==> src/diag_response_parser_unit_assert.svh <==
// ----------------------------------------------------------------------------
// Assertion macros for the diagnostic response parser
// Property wrappers that can be compiled out with NO_ASSERTIONS.
// ----------------------------------------------------------------------------
`ifndef DIAG_RESPONSE_PARSER_UNIT_ASSERT_SVH
`define DIAG_RESPONSE_PARSER_UNIT_ASSERT_SVH

`ifndef NO_ASSERTIONS

// Same-cycle implication.
`define DRP_ASSERT_IMPL(label, clk, rst_n, ante, cons) \
    label: assert property (@(posedge clk) disable iff (!(rst_n)) (ante) |-> (cons)) \
        else $error("assertion failed");

// Next-cycle implication.
`define DRP_ASSERT_NEXT(label, clk, rst_n, ante, cons) \
    label: assert property (@(posedge clk) disable iff (!(rst_n)) (ante) |=> (cons)) \
        else $error("assertion failed");

`else

`define DRP_ASSERT_IMPL(label, clk, rst_n, ante, cons)
`define DRP_ASSERT_NEXT(label, clk, rst_n, ante, cons)

`endif

`endif

==> src/drp_pkg.sv <==
// ----------------------------------------------------------------------------
// Diagnostic response parser package
// Byte role codes, component type codes, the net address bound and the result record shared by the parser modules.
// ----------------------------------------------------------------------------
package drp_pkg;

    localparam logic [3:0] ROLE_VER_MAJOR  = 4'd0;
    localparam logic [3:0] ROLE_VER_MINOR  = 4'd1;
    localparam logic [3:0] ROLE_SOCKET_HI  = 4'd2;
    localparam logic [3:0] ROLE_SOCKET_LO  = 4'd3;
    localparam logic [3:0] ROLE_COMP_COUNT = 4'd4;
    localparam logic [3:0] ROLE_SIMPLE     = 4'd5;
    localparam logic [3:0] ROLE_ROUTER     = 4'd6;
    localparam logic [3:0] ROLE_UNKNOWN    = 4'd7;
    localparam logic [3:0] ROLE_NET_COUNT  = 4'd8;
    localparam logic [3:0] ROLE_NET_TYPE   = 4'd9;
    localparam logic [3:0] ROLE_NET_ADDR   = 4'd10;
    localparam logic [3:0] ROLE_TRAILING   = 4'd11;

    // Component type codes.
    localparam logic [7:0] TYPE_ROUTER_LO  = 8'd5;
    localparam logic [7:0] TYPE_ROUTER_HI  = 8'd7;
    localparam logic [7:0] TYPE_SIMPLE_MAX = 8'd4;
    localparam logic [7:0] TYPE_SIMPLE_ALT = 8'd9;

    // Last byte position within a net address.
    localparam logic [3:0] ADDR_LAST = 4'd9;

    typedef struct packed {
        logic [3:0] byte_role;
        logic [7:0] byte_value;
        logic [7:0] component_index;
        logic [7:0] net_index;
        logic [3:0] address_offset;
        logic       truncated;
        logic       packet_end;
    } result_t;

endpackage

==> src/drp_classifier.sv <==
// ----------------------------------------------------------------------------
// Diagnostic response parser classifier
// Holds the parse state and labels each accepted byte in one pass.
// ----------------------------------------------------------------------------
module drp_classifier (
    input  logic             aclk,
    input  logic             aresetn,
    input  logic             in_accept,
    input  logic [7:0]       data_byte,
    input  logic             last_byte,
    output drp_pkg::result_t res
);

    typedef enum logic [3:0] {
        PH_VMAJ, PH_VMIN, PH_SHI, PH_SLO, PH_CCNT,
        PH_CTYPE, PH_NCNT, PH_NTYPE, PH_NADDR, PH_TRAIL
    } phase_t;

    phase_t     phase_reg, phase_next;
    logic [7:0] comp_left_reg, comp_left_next;
    logic [7:0] comp_cnt_reg, comp_cnt_next;
    logic [7:0] nets_left_reg, nets_left_next;
    logic [7:0] net_cnt_reg, net_cnt_next;
    logic [3:0] addr_cnt_reg, addr_cnt_next;

    always_comb begin
        phase_t nph;
        logic   is_router;
        logic   is_simple;
        nph            = PH_TRAIL;
        comp_left_next = comp_left_reg;
        comp_cnt_next  = comp_cnt_reg;
        nets_left_next = nets_left_reg;
        net_cnt_next   = net_cnt_reg;
        addr_cnt_next  = addr_cnt_reg;
        is_router = (data_byte >= drp_pkg::TYPE_ROUTER_LO) &&
                    (data_byte <= drp_pkg::TYPE_ROUTER_HI);
        is_simple = (data_byte <= drp_pkg::TYPE_SIMPLE_MAX) ||
                    (data_byte == drp_pkg::TYPE_SIMPLE_ALT);

        res.byte_role       = drp_pkg::ROLE_TRAILING;
        res.byte_value      = data_byte;
        res.component_index = 8'd0;
        res.net_index       = 8'd0;
        res.address_offset  = 4'd0;
        res.packet_end      = last_byte;

        case (phase_reg)
            PH_VMAJ: begin
                res.byte_role = drp_pkg::ROLE_VER_MAJOR;
                nph = PH_VMIN;
            end
            PH_VMIN: begin
                res.byte_role = drp_pkg::ROLE_VER_MINOR;
                nph = PH_SHI;
            end
            PH_SHI: begin
                res.byte_role = drp_pkg::ROLE_SOCKET_HI;
                nph = PH_SLO;
            end
            PH_SLO: begin
                res.byte_role = drp_pkg::ROLE_SOCKET_LO;
                nph = PH_CCNT;
            end
            PH_CCNT: begin
                res.byte_role  = drp_pkg::ROLE_COMP_COUNT;
                comp_left_next = data_byte;
                comp_cnt_next  = 8'd0;
                nph = (data_byte != 8'd0) ? PH_CTYPE : PH_TRAIL;
            end
            PH_CTYPE: begin
                res.component_index = comp_cnt_reg;
                if (is_router) begin
                    res.byte_role = drp_pkg::ROLE_ROUTER;
                    nph = PH_NCNT;
                end else begin
                    res.byte_role = is_simple ? drp_pkg::ROLE_SIMPLE
                                              : drp_pkg::ROLE_UNKNOWN;
                    comp_left_next = comp_left_reg - 8'd1;
                    comp_cnt_next  = comp_cnt_reg + 8'd1;
                    nph = (comp_left_reg != 8'd1) ? PH_CTYPE : PH_TRAIL;
                end
            end
            PH_NCNT: begin
                res.byte_role       = drp_pkg::ROLE_NET_COUNT;
                res.component_index = comp_cnt_reg;
                nets_left_next      = data_byte;
                net_cnt_next        = 8'd0;
                if (data_byte != 8'd0) begin
                    nph = PH_NTYPE;
                end else begin
                    comp_left_next = comp_left_reg - 8'd1;
                    comp_cnt_next  = comp_cnt_reg + 8'd1;
                    nph = (comp_left_reg != 8'd1) ? PH_CTYPE : PH_TRAIL;
                end
            end
            PH_NTYPE: begin
                res.byte_role       = drp_pkg::ROLE_NET_TYPE;
                res.component_index = comp_cnt_reg;
                res.net_index       = net_cnt_reg;
                addr_cnt_next       = 4'd0;
                nph = PH_NADDR;
            end
            PH_NADDR: begin
                res.byte_role       = drp_pkg::ROLE_NET_ADDR;
                res.component_index = comp_cnt_reg;
                res.net_index       = net_cnt_reg;
                res.address_offset  = addr_cnt_reg;
                if (addr_cnt_reg >= drp_pkg::ADDR_LAST) begin
                    // End of this net; possibly also the end of the component.
                    nets_left_next = nets_left_reg - 8'd1;
                    net_cnt_next   = net_cnt_reg + 8'd1;
                    if (nets_left_reg != 8'd1) begin
                        nph = PH_NTYPE;
                    end else begin
                        comp_left_next = comp_left_reg - 8'd1;
                        comp_cnt_next  = comp_cnt_reg + 8'd1;
                        nph = (comp_left_reg != 8'd1) ? PH_CTYPE : PH_TRAIL;
                    end
                end else begin
                    addr_cnt_next = addr_cnt_reg + 4'd1;
                    nph = PH_NADDR;
                end
            end
            default: begin
                res.byte_role = drp_pkg::ROLE_TRAILING;
                nph = PH_TRAIL;
            end
        endcase

        res.truncated = last_byte && (nph != PH_TRAIL);
        phase_next    = nph;

        // The final byte of a packet sends the parser back to its start state.
        if (last_byte) begin
            phase_next     = PH_VMAJ;
            comp_left_next = 8'd0;
            comp_cnt_next  = 8'd0;
            nets_left_next = 8'd0;
            net_cnt_next   = 8'd0;
            addr_cnt_next  = 4'd0;
        end
    end

    always_ff @(posedge aclk) begin
        if (!aresetn) begin
            phase_reg     <= PH_VMAJ;
            comp_left_reg <= 8'd0;
            comp_cnt_reg  <= 8'd0;
            nets_left_reg <= 8'd0;
            net_cnt_reg   <= 8'd0;
            addr_cnt_reg  <= 4'd0;
        end else if (in_accept) begin
            phase_reg     <= phase_next;
            comp_left_reg <= comp_left_next;
            comp_cnt_reg  <= comp_cnt_next;
            nets_left_reg <= nets_left_next;
            net_cnt_reg   <= net_cnt_next;
            addr_cnt_reg  <= addr_cnt_next;
        end
    end

endmodule

==> src/drp_out_buffer.sv <==
// ----------------------------------------------------------------------------
// Diagnostic response parser output buffer
// Result register with a skid entry so one more input byte is taken under a stall.
// ----------------------------------------------------------------------------
module drp_out_buffer (
    input  logic             aclk,
    input  logic             aresetn,
    input  logic             in_valid,
    output logic             in_ready,
    input  drp_pkg::result_t in_data,
    output logic             out_valid,
    input  logic             out_ready,
    output drp_pkg::result_t out_data
);

    drp_pkg::result_t main_reg;
    drp_pkg::result_t skid_reg;
    logic             main_valid_reg;
    logic             skid_valid_reg;

    assign in_ready  = !skid_valid_reg;
    assign out_valid = main_valid_reg;
    assign out_data  = main_reg;

    always_ff @(posedge aclk) begin
        if (!aresetn) begin
            main_valid_reg <= 1'b0;
            skid_valid_reg <= 1'b0;
        end else if (skid_valid_reg) begin
            if (out_ready) begin
                main_reg       <= skid_reg;
                skid_valid_reg <= 1'b0;
            end
        end else if (in_valid) begin
            if (!main_valid_reg || out_ready) begin
                main_reg       <= in_data;
                main_valid_reg <= 1'b1;
            end else begin
                // Main register is held by a stalled transfer; park the new result.
                skid_reg       <= in_data;
                skid_valid_reg <= 1'b1;
            end
        end else if (out_ready) begin
            main_valid_reg <= 1'b0;
        end
    end

endmodule

==> src/diag_response_parser_unit.sv <==
// ----------------------------------------------------------------------------
// Diagnostic response parser
// Labels each byte of a diagnostic reply payload with its structural role.
// ----------------------------------------------------------------------------
// Usage:
//   The s_ channel carries one payload byte per transfer (s_data_byte) with
//   s_last_byte set on the final byte of a packet. The m_ channel returns one
//   result per input byte, in order: its role, the byte itself, component and
//   net indexes, the offset within a net address, a truncated flag and a
//   copy of the end mark.
//   Each accepted byte's result is registered into the output stage; it goes
//   to the m_ ports unless an older result still waits there. Throughput is
//   one byte per cycle while the output stage has room.
//   A two-entry output stage lets one more byte in while a result waits on
//   m_ready; with both entries full, s_ready drops until the receiver takes
//   a result.
//   Reset (aresetn low at a clock edge) empties the output stage and sets
//   the parser to the first header byte. The parser also returns there after
//   every byte that carries s_last_byte.
// ----------------------------------------------------------------------------
`include "diag_response_parser_unit_assert.svh"

module diag_response_parser_unit (
    input  logic       aclk,
    input  logic       aresetn,
    input  logic       s_valid,
    output logic       s_ready,
    input  logic [7:0] s_data_byte,
    input  logic       s_last_byte,
    output logic       m_valid,
    input  logic       m_ready,
    output logic [3:0] m_byte_role,
    output logic [7:0] m_byte_value,
    output logic [7:0] m_component_index,
    output logic [7:0] m_net_index,
    output logic [3:0] m_address_offset,
    output logic       m_truncated,
    output logic       m_packet_end
);

    drp_pkg::result_t cls_res;
    drp_pkg::result_t out_res;
    logic             in_accept;

    assign in_accept = s_valid && s_ready;

    drp_classifier u_classifier (
        .aclk      (aclk),
        .aresetn   (aresetn),
        .in_accept (in_accept),
        .data_byte (s_data_byte),
        .last_byte (s_last_byte),
        .res       (cls_res)
    );

    drp_out_buffer u_out_buffer (
        .aclk      (aclk),
        .aresetn   (aresetn),
        .in_valid  (s_valid),
        .in_ready  (s_ready),
        .in_data   (cls_res),
        .out_valid (m_valid),
        .out_ready (m_ready),
        .out_data  (out_res)
    );

    assign m_byte_role       = out_res.byte_role;
    assign m_byte_value      = out_res.byte_value;
    assign m_component_index = out_res.component_index;
    assign m_net_index       = out_res.net_index;
    assign m_address_offset  = out_res.address_offset;
    assign m_truncated       = out_res.truncated;
    assign m_packet_end      = out_res.packet_end;

    `DRP_ASSERT_IMPL(a_trunc_only_at_end, aclk, aresetn, m_valid && m_truncated, m_packet_end)
    `DRP_ASSERT_IMPL(a_offset_only_in_addr, aclk, aresetn,
        m_valid && (m_byte_role != drp_pkg::ROLE_NET_ADDR), m_address_offset == 4'd0)
    `DRP_ASSERT_IMPL(a_offset_in_range, aclk, aresetn,
        m_valid, m_address_offset <= drp_pkg::ADDR_LAST)
    `DRP_ASSERT_IMPL(a_stall_means_full, aclk, aresetn, !s_ready, m_valid)
    `DRP_ASSERT_NEXT(a_accept_gives_result, aclk, aresetn, in_accept, m_valid)

endmodule

==> config.mk <==
export PLATFORM = sky130hd
export DESIGN_NAME = diag_response_parser_unit
export DESIGN_NICKNAME = d
export VERILOG_FILES = /design/src/drp_pkg.sv /design/src/drp_classifier.sv /design/src/drp_out_buffer.sv /design/src/diag_response_parser_unit.sv
export VERILOG_INCLUDE_DIRS = /design/src /design/src/src
export SDC_FILE = /design/constraint.sdc
export NUM_CORES = 1
export LEC_CHECK = 0
export BUFFER_PORTS_ARGS = -buffer_cell sky130_fd_sc_hd__buf_2
export CAP_MARGIN = 0
export CORE_UTILIZATION = 25
export DETAILED_ROUTE_END_ITERATION = 8
export PLACE_DENSITY_LB_ADDON = 0.15
export SYNTH_ARGS = -nofsm -noshare
export SYNTH_HDL_FRONTEND = slang
export SYNTH_SLANG_ARGS = --single-unit
==> constraint.sdc <==
create_clock -name aclk -period 5.1 [get_ports aclk]
set_input_delay 0.51 -clock aclk [delete_from_list [all_inputs] [get_ports aclk]]
set_output_delay 0.51 -clock aclk [all_outputs]
set_load 0.02 [all_outputs]
; ---- Yosys cells after proc, flatten, opt, wreduce, memory -nomap -nowiden
; Cells that the tools add are included.
[totals]
mem_bits_ro = 0
in_bits = 13
word_cells = 121
memories = 0
latchBits = 0
mem_bits_rw = 0
reg_bits = 110
[classes]
shifts = 0
n_div = 0
bitwise = 2
eq_ne = 19
n_mux = 46
addsub = 5
n_mul = 0
reduce_logical = 23
n_lt_le_gt_ge = 4
[op_table]
columns = operator, n
row1 = 2-to-1 mux 34 bit, 4
row2 = 2-to-1 mux 8 bit, 16
row3 = one-hot mux 4 bit (9 select lines), 2
row4 = one-hot mux 8 bit (4 select lines), 2
row5 = 2-to-1 mux 4 bit, 11
row6 = one-hot mux 8 bit (2 select lines), 2
row7 = adder 8 x 1 -> 8 bit (second input constant), 2
row8 = equality test 4 x 3 -> 1 bit (second input constant), 4
row9 = less-or-equal comparator 8 x 3 -> 1 bit (second input constant), 2
row10 = inequality test 8 x 1 -> 1 bit (second input constant), 2
row11 = subtractor 8 x 1 -> 8 bit (second input constant), 2
row12 = inequality test 3 bit (second input constant), 4
row13 = AND reduction 3 bit, 3
row14 = equality test 4 x 2 -> 1 bit (second input constant), 2
row15 = equality test 8 x 4 -> 1 bit (second input constant), 1
row16 = greater-or-equal comparator 8 x 3 -> 1 bit (second input constant), 1
row17 = one-hot mux 4 bit (2 select lines), 1
row18 = AND reduction 4 bit, 2
row19 = nonzero test 8 bit, 1
row20 = 2-to-1 mux 1 bit, 7
row21 = AND reduction 6 bit, 1
row22 = nonzero test 2 bit, 3
row23 = nonzero test 3 bit, 2
row24 = nonzero test 5 bit, 1
row25 = other kinds (16), 21

; ---- Depth between registers and ports, before layout
[depth]
word_depth = 10
ltp_mapped = 8
mapped_depth_nobuf = 7

; ---- Hierarchy
; From an unflattened synthesis, not the netlist that was laid out.
[unflattened]
cells_unflattened = 496
area_unflattened_um2 = 5509.0
[by_module_without_submodules]
columns = mod, area_per_inst_um2, cells_each, instances, seq_area_each_um2
row1 = drp_classifier, 2931.6, 376, 1, 800.8
row2 = drp_out_buffer, 2571.2, 119, 1, 2082.0
row3 = diag_response_parser_unit, 6.3, 1, 1, 0.0

; ---- Worst setup path before layout
; Ideal clock, no wire load.
[synth_timing]
path_kind = register to register
from = register u_classifier.addr_cnt_reg[1]
to = register u_classifier.comp_left_reg[7]
t_arrival_ns = 2.085
slack_ns = 2.896
path_stages_with_launch = 9
path_buffers = 1
setup_time_ns = 0.119
period_less_slack_ns = 2.204
cell_sequence = dfxtp_1 > inv_1 > ha_1 > or3b_2 > and4_1 > o211ai_1 > buf_2 > nor4_1 > o221a_2
[synth_via]
elab_chain_cells = 3
[synth_lines]
columns = element, line
row1 = start: declaration, drp_classifier.sv:24  ; logic [3:0] addr_cnt_reg, addr_cnt_next;
row2 = start signal: assignment, drp_classifier.sv:159  ; addr_cnt_reg <= addr_cnt_next;
row3 = greater-or-equal comparator 4 bit, drp_classifier.sv:109  ; if (addr_cnt_reg >= drp_pkg::ADDR_LAST) begin
row4 = inequality test 3 x 2 -> 1 bit (no line), --
row5 = AND reduction 6 bit (no line), --
row6 = end signal: assignment, drp_classifier.sv:155  ; comp_left_reg <= comp_left_next;
row7 = end: declaration, drp_classifier.sv:20  ; logic [7:0] comp_left_reg, comp_left_next;
; No other way between the ends.
; A chain may end at the register's enable or synchronous reset.

; ---- Final worst setup path
[layout_timing]
from = register u_classifier.phase_reg[3]
to = register u_classifier.comp_cnt_reg[6]
[layout_via]
elab_chain_cells = 3
[layout_lines]
columns = element, line
row1 = start: declaration, drp_classifier.sv:19  ; phase_t phase_reg, phase_next;
row2 = start signal: assignment, drp_classifier.sv:154  ; phase_reg <= phase_next;
row3 = equality test 4 bit or equality test 4 x 3 -> 1 bit (tied branches), drp_classifier.sv:48  ; case (phase_reg)
row4 = "inequality test 3 bit (no line), or another cell as far along", --
row5 = AND reduction 6 bit (no line) or 2-to-1 mux 8 bit (tied branches), --
row6 = end signal: assignment, drp_classifier.sv:156  ; comp_cnt_reg <= comp_cnt_next;
row7 = end: declaration, drp_classifier.sv:21  ; logic [7:0] comp_cnt_reg, comp_cnt_next;
; Parallel ways exist; a longest one is shown, timed or not.

==> flow_summary_export.csv <==
group,metric,value,unit
logic_synthesis,avgSynthCellArea,10.5,sq um
cells_and_area,layout_commonest_cell,"edfxtp_1",
clocking,cts_buffer_depth,2,
cells_and_area,num-fill-cells,2276,
sta,min_period,3200,ps
cells_and_area,syn_to_final_growth,14.2,%
route,drt-total-wl,14900,um
setup_path,critPathCaptureType,"flop",
logic_synthesis,synth_warnings,0,
clocking,cts_buffers,9,
pwr,swShare,26.2,%
logic_synthesis,synth-seq-cells,110,
run,drv_cap,0,
floorplanning,std_cell_rows,54,
route,wl_met3,501,um
place,io_buffers,48,
cells_and_area,diodes,0,
logic_synthesis,synth-edff-count,68,
route,num_vias,4273,
route,drt-initial-drc-count,258,
grt,antenna_found_initial,0,
clocking,cts_tree,"done",
cells_and_area,final_cell_area,6320,sq um
sta,fin_crit_sh,62.7,%
setup_path,path_max_fanout,29,
sta,slew_viol_final,0,
logic_synthesis,syn-num-nets,547,
setup_path,required,5370,ps
setup_path,crit_type,"reg -> reg",
sta,timing.setup.tns,0,ps
clocking,clock_latency,360,ps
pwr,switchingPower,479,uW
sta,finalHoldViolations,0,
clocking,cts_setup_buffers,0,
setup_path,critPathLaunchType,"flop",
pwr,comb_power_share,8.1,%
sta,skew,9.31,ps
floorplanning,die_w,151,um
floorplanning,io_pins,49,
pwr,clockPowerShare,38.6,%
route,wl_per_cell,17.7,um
clocking,clkTransAtPathRegs,80,ps
pwr,p_per_area,290,nW/um^2
cells_and_area,stdcell_count,841,
pwr,max-vdd-ir-drop,134,uV
clocking,ctsResizeCount,0,
route,met1_length,6850,um
logic_synthesis,synth_ff_type,"edfxtp_1",
sta,worstMarginPinSlew,1220,ps
clocking,postCtsHoldBufs,0,
grt,grt_pass1_vias,4303,
route,drc,0,
cells_and_area,layout-drive-gt1-share,20.7,%
sta,clock.fmax,0.313,GHz
setup_path,rr_worst_depth,5,
worst_hold_path,min_path_cells,1,
grt,grt.total_usage,13.7,%
route,top_layer,"met4",
pwr,p_int,1.35,mW
logic_synthesis,synthArstFlopShare,0,%
floorplanning,core_area,21800,sq um
floorplanning,start_util,25.4,%
logic_synthesis,yosysSeqAreaShare,52.1,%
place,place_hpwl,10100,um
route,first_pass_iters,6,
worst_hold_path,worst_hold_path_type,"in -> reg",
route,final_antenna_net_count,0,
floorplanning,die-height,151,um
grt,grt.overflow.total,0,
sta,rsz0062_at_grt,"no",
place,place_congestion,0.826,
route,wl_met2,7270,um
pwr,p_leak,2.24,nW
cells_and_area,final_cell_mix,"edfxtp_1 (68), buf_2 (48), nand2_1 (42), dfxtp_1 (42), nor2_1 (38)",
logic_synthesis,netlist_instances,525,
sta,slew_headroom,18.1,%
logic_synthesis,syn_area,5540,sq um
grt,grt_pass1_wl,23800,um
clocking,cts-root-buf,"clkbuf_16",
place,placed_area,6030,sq um
grt,grt_start_max_net_pins,36,
clocking,numClockSinks,110,
floorplanning,dieArea,22700,sq um
run_status,status,"finished clean",
sta,setup_viol_count_final,0,
place,placed_cells,825,
logic_synthesis,yosysUniqueCellTypes,66,
route,routed_via_density,5.08,
cells_and_area,layout.nets,578,
clocking,htreeDepth,3,
setup_path,crit_arrival,3470,ps
pwr,seq_power_share,53.3,%
[metal layers]
| metal | global-route usage (%) | vias to the layer above |
|---|---|---|
| met2 | 23.1 | 80 |
| met5 | 0 | - |
| met4 | 5.65 | 0 |
| met1 | 17.8 | 2117 |
| met3 | 1.69 | 15 |
| li1 | - | 2061 |
[power groups by stage]
stage                     clock, mW  combinational, mW  sequential, mW
final                         0.707              0.148           0.977
after global routing          0.753              0.164           0.980
after CTS                     0.730              0.151           0.977
after detailed placement          0              0.150           0.998
after global placement            0              0.149           0.998
after floorplan                   0             0.0833            1.01
[worst paths after layout]
kind,start,end,slack (ps)
worst max-delay path,u_classifier.phase_reg[3],u_classifier.comp_cnt_reg[6],1900
worst min-delay path,s_data_byte[5],u_out_buffer.skid_reg[27],420
worst max register to register,u_classifier.phase_reg[3],u_classifier.comp_cnt_reg[6],1900
worst min register to register,u_classifier.net_cnt_reg[7],u_classifier.net_cnt_reg[7],490
[Yosys cell counts (11+ instances only)]
cell type,instances,share of area [%]
and2_1,24,2.7
a21oi_1,30,2.7
edfxtp_1,68,37
clkbuf_1,24,1.6
nand2_1,42,2.8
nor2_1,38,2.6
mux2_2,25,5.1
nand3_1,16,1.4
inv_1,17,1.2
nor3_1,11,0.99
dfxtp_1,42,15
o31ai_1,16,2.2
o21ai_0,18,1.6
[metrics by stage]
stage,worst slack (ps),hold slack (ps),utilization (%),total power [mW]
floorplan,2900,435,-,1.09
global placement,2020,465,27.7,1.15
detailed placement,1900,474,27.7,1.15
CTS,1900,411,29.1,1.86
global route,1560,426,29.1,1.90
finish,1900,418,29.1,1.83
[cell families (layout without fill, tap and decap cells)]
family / count (synthesis) / in the layout / share of synthesized area [%]
mux: 27 / 27 / 5.45
fa+ha+maj: 9 / 9 / 2.03
simple gates: 191 / 191 / 18.9
buf+inv: 51 / 87 / 3.64
flops: 110 / 110 / 52.1
xor+xnor: 2 / 2 / 0.317
compound gates: 135 / 135 / 17.6
[cell type report]
cell class                      count  area (sq um)  area share (%)
Clock inverter                      7          66.3            1.05
Multi-Input combinational cell    364          2450            38.8
Sequential cell                   110          2880            45.6
Clock buffer                        9           225            3.56
Timing Repair Buffer               53           278            4.39
Tap cell                          280           350            5.54
Inverter                           18          67.6            1.07
[critical path, cell delays in order (launching register included)]
cell	delay (ps)
dfxtp_1	640
or4b_1	920
and3_1	650
nor2_1	200
nand4_1	320
o31ai_1	370
Power figures use the tool's default switching activity.
